### src/hdl/iplu_pkg.sv
// Package: transaction types, event and mode codes for the IPL upload handshake.
`timescale 1ns / 1ps
`default_nettype none

package iplu_pkg;

	// Event codes
	localparam logic [2:0] EV_NONE    = 3'd0;
	localparam logic [2:0] EV_INIT    = 3'd1;
	localparam logic [2:0] EV_DATA    = 3'd2;
	localparam logic [2:0] EV_NEW     = 3'd3;
	localparam logic [2:0] EV_END     = 3'd4;
	localparam logic [2:0] EV_INVALID = 3'd5;

	// Mode codes
	localparam logic [1:0] MODE_IDLE = 2'd0;
	localparam logic [1:0] MODE_XFER = 2'd1;
	localparam logic [1:0] MODE_EXEC = 2'd2;

	// Handshake constants
	localparam logic [7:0] COOKIE_INIT = 8'hCC;
	localparam logic [7:0] COOKIE_ZERO = 8'h00;
	localparam logic [7:0] BLOCK_STEP  = 8'd4;
	localparam logic [7:0] ECHO_RESET  = 8'hAA;
	localparam logic [7:0] PORT1_RESET = 8'hBB;

	// Host mailbox snapshot
	typedef struct packed {
		logic [7:0] cookie_in;
		logic [7:0] payload_in;
		logic [7:0] addr_low_in;
		logic [7:0] addr_high_in;
	} iplu_snap_t;

	// Result of one snapshot
	typedef struct packed {
		logic [2:0]  event_code;
		logic        mem_write_en;
		logic [15:0] mem_write_addr;
		logic [7:0]  mem_write_data;
		logic        echo_valid;
		logic [7:0]  echo_value;
		logic [1:0]  mode_out;
		logic [15:0] entry_addr;
	} iplu_res_t;

	// Handshake state
	typedef struct packed {
		logic [1:0]  mode;
		logic [7:0]  last_cookie;
		logic [15:0] write_pointer;
		logic [7:0]  port0_echo;
	} iplu_state_t;

endpackage

`default_nettype wire

### src/hdl/iplu_classify.sv
// Cookie classifier: next handshake state and result for one mailbox snapshot.
`timescale 1ns / 1ps
`default_nettype none

module iplu_classify (
	input  wire iplu_pkg::iplu_snap_t  snap,
	input  wire iplu_pkg::iplu_state_t cur,
	output iplu_pkg::iplu_state_t      nxt,
	output iplu_pkg::iplu_res_t        res
);
	import iplu_pkg::*;

	logic        active;
	logic [7:0]  plus4_raw;
	logic [7:0]  plus4;
	logic [8:0]  last_p1;
	logic [15:0] addr;
	logic [2:0]  ev;

	assign addr      = {snap.addr_high_in, snap.addr_low_in};
	assign active    = (cur.mode != MODE_EXEC) && (snap.cookie_in != cur.last_cookie);
	assign plus4_raw = cur.last_cookie + BLOCK_STEP;
	assign plus4     = (plus4_raw == 8'd0) ? BLOCK_STEP : plus4_raw;
	// no wrap here: a last cookie of 0xFF never matches plus one
	assign last_p1   = {1'b0, cur.last_cookie} + 9'd1;

	// Classify the cookie
	always_comb begin
		if (!active) begin
			ev = EV_NONE;
		end else if (snap.cookie_in == COOKIE_INIT && cur.mode != MODE_XFER) begin
			ev = EV_INIT;
		end else if (snap.cookie_in == COOKIE_ZERO || {1'b0, snap.cookie_in} == last_p1) begin
			ev = EV_DATA;
		end else if (snap.cookie_in == plus4) begin
			ev = (snap.payload_in != 8'd0) ? EV_NEW : EV_END;
		end else begin
			ev = EV_INVALID;
		end
	end

	// State update and result fields
	always_comb begin
		nxt = cur;
		res = '0;
		res.event_code = ev;
		if (ev != EV_NONE && ev != EV_INVALID) begin
			nxt.last_cookie = snap.cookie_in;
		end
		case (ev)
			EV_INIT: begin
				nxt.mode          = MODE_XFER;
				nxt.write_pointer = addr;
			end
			EV_DATA: begin
				res.mem_write_en   = 1'b1;
				res.mem_write_addr = cur.write_pointer;
				res.mem_write_data = snap.payload_in;
				nxt.write_pointer  = cur.write_pointer + 16'd1;
			end
			EV_NEW: begin
				nxt.write_pointer = addr;
			end
			EV_END: begin
				nxt.mode       = MODE_EXEC;
				res.entry_addr = addr;
			end
			default: begin
			end
		endcase
		// echo only once transferring; end event never echoes
		if ((ev == EV_INIT || ev == EV_DATA || ev == EV_NEW) && nxt.mode == MODE_XFER) begin
			nxt.port0_echo = snap.cookie_in;
			res.echo_valid = 1'b1;
		end
		res.echo_value = nxt.port0_echo;
		res.mode_out   = (nxt.mode == MODE_XFER || nxt.mode == MODE_EXEC) ? nxt.mode : MODE_IDLE;
	end

endmodule

`default_nettype wire

### src/hdl/ipl_upload_handshake.sv
// Top level: IPL upload handshake with input register, classifier and result register.
//
//  channel | direction | handshake           | payload
//  snap    | in        | snap_valid/snap_stall | iplu_snap_t (four mailbox bytes)
//  res     | out       | res_valid/res_stall   | iplu_res_t (event, RAM write, echo, mode)
//
// One snapshot per cycle while the result is not stalled; an accepted snapshot goes into the
// input register and then moves on to the result register, from which the result is taken.
// The state updates as a snapshot moves from the input register to the result register.
// Reset puts the block in not-initialised mode, echo 0xAA, last cookie and pointer zero.
// A stalled result holds; the input register still takes a transaction while it is
// empty or its own transaction moves on to the result register.
`timescale 1ns / 1ps
`default_nettype none

module ipl_upload_handshake (
	input  wire                  clk,
	input  wire                  arst_n,
	input  wire                  snap_valid,
	output logic                 snap_stall,
	input  wire iplu_pkg::iplu_snap_t snap,
	output logic                 res_valid,
	input  wire                  res_stall,
	output iplu_pkg::iplu_res_t  res
);
	import iplu_pkg::*;

	logic        valid_s1;
	iplu_snap_t  snap_s1;
	logic        valid_s2;
	iplu_res_t   res_s2;
	iplu_state_t state_q;
	iplu_state_t state_nxt;
	iplu_res_t   res_nxt;
	logic        adv;

	// Move stage 1 into the result register when it is free or being taken
	assign adv        = valid_s1 && (!valid_s2 || !res_stall);
	assign snap_stall = valid_s1 && !adv;

	iplu_classify u_classify (
		.snap (snap_s1),
		.cur  (state_q),
		.nxt  (state_nxt),
		.res  (res_nxt)
	);

	// Input register
	always_ff @(posedge clk or negedge arst_n) begin
		if (!arst_n) begin
			valid_s1 <= 1'b0;
		end else if (!snap_stall) begin
			valid_s1 <= snap_valid;
		end
	end

	always_ff @(posedge clk) begin
		if (snap_valid && !snap_stall) begin
			snap_s1 <= snap;
		end
	end

	// Result register
	always_ff @(posedge clk or negedge arst_n) begin
		if (!arst_n) begin
			valid_s2 <= 1'b0;
		end else if (adv) begin
			valid_s2 <= 1'b1;
		end else if (!res_stall) begin
			valid_s2 <= 1'b0;
		end
	end

	always_ff @(posedge clk) begin
		if (adv) begin
			res_s2 <= res_nxt;
		end
	end

	// Handshake state
	always_ff @(posedge clk or negedge arst_n) begin
		if (!arst_n) begin
			state_q.mode          <= MODE_IDLE;
			state_q.last_cookie   <= COOKIE_ZERO;
			state_q.write_pointer <= 16'd0;
			state_q.port0_echo    <= ECHO_RESET;
		end else if (adv) begin
			state_q <= state_nxt;
		end
	end

	assign res_valid = valid_s2;
	assign res       = res_s2;

	// Execute mode is final
	a_exec_sticky: assert property (@(posedge clk) disable iff (!arst_n)
		state_q.mode == MODE_EXEC |=> state_q.mode == MODE_EXEC)
		else $error("execute mode left");

	// A transaction leaving stage 1 shows up as a result
	a_adv_result: assert property (@(posedge clk) disable iff (!arst_n)
		adv |=> valid_s2)
		else $error("advanced transaction lost");

	// Shown echo value matches the held echo state
	a_echo_state: assert property (@(posedge clk) disable iff (!arst_n)
		valid_s2 |-> res_s2.echo_value == state_q.port0_echo)
		else $error("echo value out of step with state");

	// RAM writes come only from data events
	a_write_data: assert property (@(posedge clk) disable iff (!arst_n)
		valid_s2 && res_s2.mem_write_en |-> res_s2.event_code == EV_DATA)
		else $error("RAM write without data event");

	// Stage 1 never overwritten while it waits
	a_s1_hold: assert property (@(posedge clk) disable iff (!arst_n)
		valid_s1 && !adv |=> valid_s1 && $stable(snap_s1))
		else $error("stage 1 lost a waiting transaction");

endmodule

`default_nettype wire
### config.mk
export PLATFORM = sky130hd
export DESIGN_NAME = ipl_upload_handshake
export DESIGN_NICKNAME = d
export VERILOG_FILES = /design/src/hdl/iplu_pkg.sv /design/src/hdl/iplu_classify.sv /design/src/hdl/ipl_upload_handshake.sv
export SDC_FILE = /design/constraint.sdc
export NUM_CORES = 1
export LEC_CHECK = 0
export BUFFER_PORTS_ARGS = -buffer_cell sky130_fd_sc_hd__buf_4
export CAP_MARGIN = 15
export CELL_PAD_IN_SITES_DETAIL_PLACEMENT = 0
export CELL_PAD_IN_SITES_GLOBAL_PLACEMENT = 1
export CORE_MARGIN = 10
export CORE_UTILIZATION = 48
export CTS_BUF_LIST = sky130_fd_sc_hd__clkbuf_8
export DETAILED_ROUTE_END_ITERATION = 16
export HOLD_SLACK_MARGIN = 0.1
export PLACE_DENSITY_LB_ADDON = 0.1
export SYNTH_ARGS = -nofsm -noshare
export SYNTH_HDL_FRONTEND = slang
export SYNTH_HIERARCHICAL = 1
export SYNTH_SLANG_ARGS = --single-unit
export TNS_END_PERCENT = 5
### constraint.sdc
create_clock -name clk -period 4.21 [get_ports clk]
set_input_delay 1.263 -clock clk [delete_from_list [all_inputs] [get_ports clk]]
set_output_delay 1.263 -clock clk [all_outputs]
set_load 0.05 [all_outputs]
==> results.md <==
* Post-route insts no fill at 696
* Top cell type's share of synthesized area at 44.3%
* CTS Hold Bufs at 0
* WHS at 504 ps
* Crit-path max cell delay at 560 ps
* TritonCTS Sinks at 123
* Total chip power at 3.55 mW
* FP Rows at 40
* Synth async-reset ratio at 29.3%
* Die Span Y at 131 µm
* Placer Congestion at 0.849
* # placed instances at 664
* DRT iter0 DRCs at 369
* Die ar. at 17100 µm²
* Core Area at 12000 µm²
* Maxcap violations at 0
* Post-synth top area cell: edfxtp_1
* Dominant synthesized flop cell: edfxtp_1
* Final net count at 577
* CP endpoint kind: flip-flop
* Mapped Nets at 493
* Critical Path, Cell by Cell: ha_1, and2_1, a21oi_1, or4_1, a211o_1, o41ai_1, a211o_1, mux2_4, mux2_2
* Sequential share of the synthesized area at 59.7%
* RSZ-0062 raised after global routing: no
* Final Hold Vio Count at 0
* Fin area at 6990 µm²
* Vias in the first global route at 3972
* I/O Buffers at 92
* Top Layer Used: met4
* CP delay by family, top: compound AO/OA/AOI/OAI gates
* Drt pass-1 iters at 6
* Root Buffer: clkbuf_8
* Skew-Pair Late Insertion Delay at 430 ps
* Clock Path Buffers at 2
* GRT Total Usage at 15.7%
* Initial Util at 49.1%
* Post-synth EDFFs at 87
* Area of the mapped netlist at 5890 µm²
* Final setup margin at 403 ps
* DP Wirelength at 8820 µm
* FF+latch count, synth at 123
* Final Max Slew Viols at 0
* Worst-margin pin slew at 1130 ps
* Largest net degree at the start of global routing at 90
* Number of I/O pins at 93
* Wire length on met2 at 5860 µm
* # resized after CTS at 0
* Tmin final at 3810 ps
* P_leak at 2.87 nW
* Setup TNS at 0 ps
* Setup Skew at 8.13 ps
* Pwr/cell area at 508 nW/µm²
* Data required, critical path at 4510 ps
* GRT overflow at 0
* Relative slew slack at 24.8%
* P&R area growth vs syn at 18.7%
* Yosys cell types at 57
* Clock transition at path regs at 70 ps
* Synth Warn # at 6
* Initial antenna violation count at 0
* Cell with the most instances after synthesis: edfxtp_1
* M1 wire length at 6040 µm
* Total Routed Length at 13200 µm
* First-pass GRT wire length at 20600 µm
* Num CTS Buffers at 17
* ANT cells at 0
* Dpl ws at 470 ps
* Setup Fix Bufs, Post-CTS at 0
* Period utilisation layout at 90.4%
* Crit path launch type: flip-flop
* Post-DP Area at 6630 µm²
* Die width at 131 µm
* Util after Layout at 58.2%
* ANT nets after route at 0
* Layout cell share with drive strength beyond 1 at 33.5%
* Peak fanout along the critical path at 11
* Crit path top cell by count: a211o_1
* Peak supply drop at 0.250 mV
* H-tree levels at 4
* Via count at 4010
* F_max at 263 MHz
* Hold/Removal Path Class: flip-flop to flip-flop
* Arrival time worst endpoint at 4110 ps
* CTS tree: done
* Vias per std cell at 5.76
* Count of final setup violators at 0
* Crit path buf inv count at 0
* Mapped Cells at 452
* Ranking of synthesized cells by area: edfxtp_1 (44%), dfrtp_1 (14%), mux2_2 (7.5%)
* Avg Cell Area, Syn at 13.0 µm²
* Slowest cell on the critical path: or4_1
* WS Path Type: flip-flop to flip-flop
* DRC violations left at 0
* Met3 WL at 1120 µm
* Status: complete, no violations
* Top post-synthesis cells by count: edfxtp_1 (87), mux2_2 (39), and2_1 (35)
* WL per Instance at 18.9 µm
cell usage in the layout (no fill, tap or decap), types with 4 or more instances in the layout:
cell type	netlist	routed
nor2_1	11	10
o21ai_0	11	11
a32oi_1	5	5
and3_1	4	4
a211o_1	7	7
nand2_1	14	14
o22ai_1	10	10
xnor2_1	11	11
clkbuf_8	0	18
a211oi_1	4	4
or4_1	4	4
ha_1	5	5
buf_4	9	99
a221o_1	6	6
mux2_4	8	8
and2_1	35	35
nand3_1	9	9
xor2_1	7	7
mux2_2	39	39
edfxtp_1	87	87
clkinv_2	0	5
dfrtp_1	32	32
nand2b_1	6	6
dfstp_2	4	4
nor4_1	14	14
inv_1	21	26
nor3_1	23	23
a21oi_1	4	4
per-layer routing:
layer	global-route usage (%)	vias up
li1	-	1871
met1	21.1	1966
met2	23.1	161
met3	5.16	12
met4	6.21	0
met5	0	-
where the power goes:
part / switching, mW / internal, mW / total, mW
Sequential: 0.222 / 1.49 / 1.71
Combinational: 0.479 / 0.398 / 0.877
Clock: 0.440 / 0.523 / 0.964
worst reg2reg max path: cells and delay by family (launching register included):
kind | cells | cell delay (ps)
AO/OA/AOI/OAI | 4 | 1410
AND/OR/NAND/NOR | 2 | 770
multiplexers | 2 | 620
flip-flops | 1 | 550
adder cells (fa/ha/maj) | 1 | 330
kinds of logic after synthesis:
group | after synthesis | synth area share, %
simple gates | 131 | 12.5
flops | 123 | 59.7
compound gates | 71 | 9.41
buf+inv | 56 | 4.97
mux | 48 | 9.68
xor+xnor | 18 | 2.68
fa+ha+maj | 5 | 1.06
state kept, by name, summed over array words and instances, names as in the netlist:
signal     count
snap_s1       32
res_valid      1
state_q       34
valid_s1       1
res           55
cell type report:
type,instances,area [µm²]
repair buffers,100,763
clock inverters,14,116
clock buffers,18,248
fillers,1003,5020
well taps,147,184
inverters,21,78.8
multi-input cells,273,2080
flip-flops and latches,123,3520
path summary, 6_finish.rpt:
kind | start | to | slack [ps] | cells after the start
setup / recovery | state_q[26] | state_q[6] | 400 | 9
hold / removal | valid_s1 | res_valid | 500 | 1
setup reg to reg | state_q[26] | state_q[6] | 400 | 9
hold reg to reg | valid_s1 | res_valid | 500 | 1
max in group asynchronous | arst_n | state_q[3] | 3030 | 1
min in group asynchronous | arst_n | state_q[4] | 810 | 1
(Power assumes the default switching activity.)
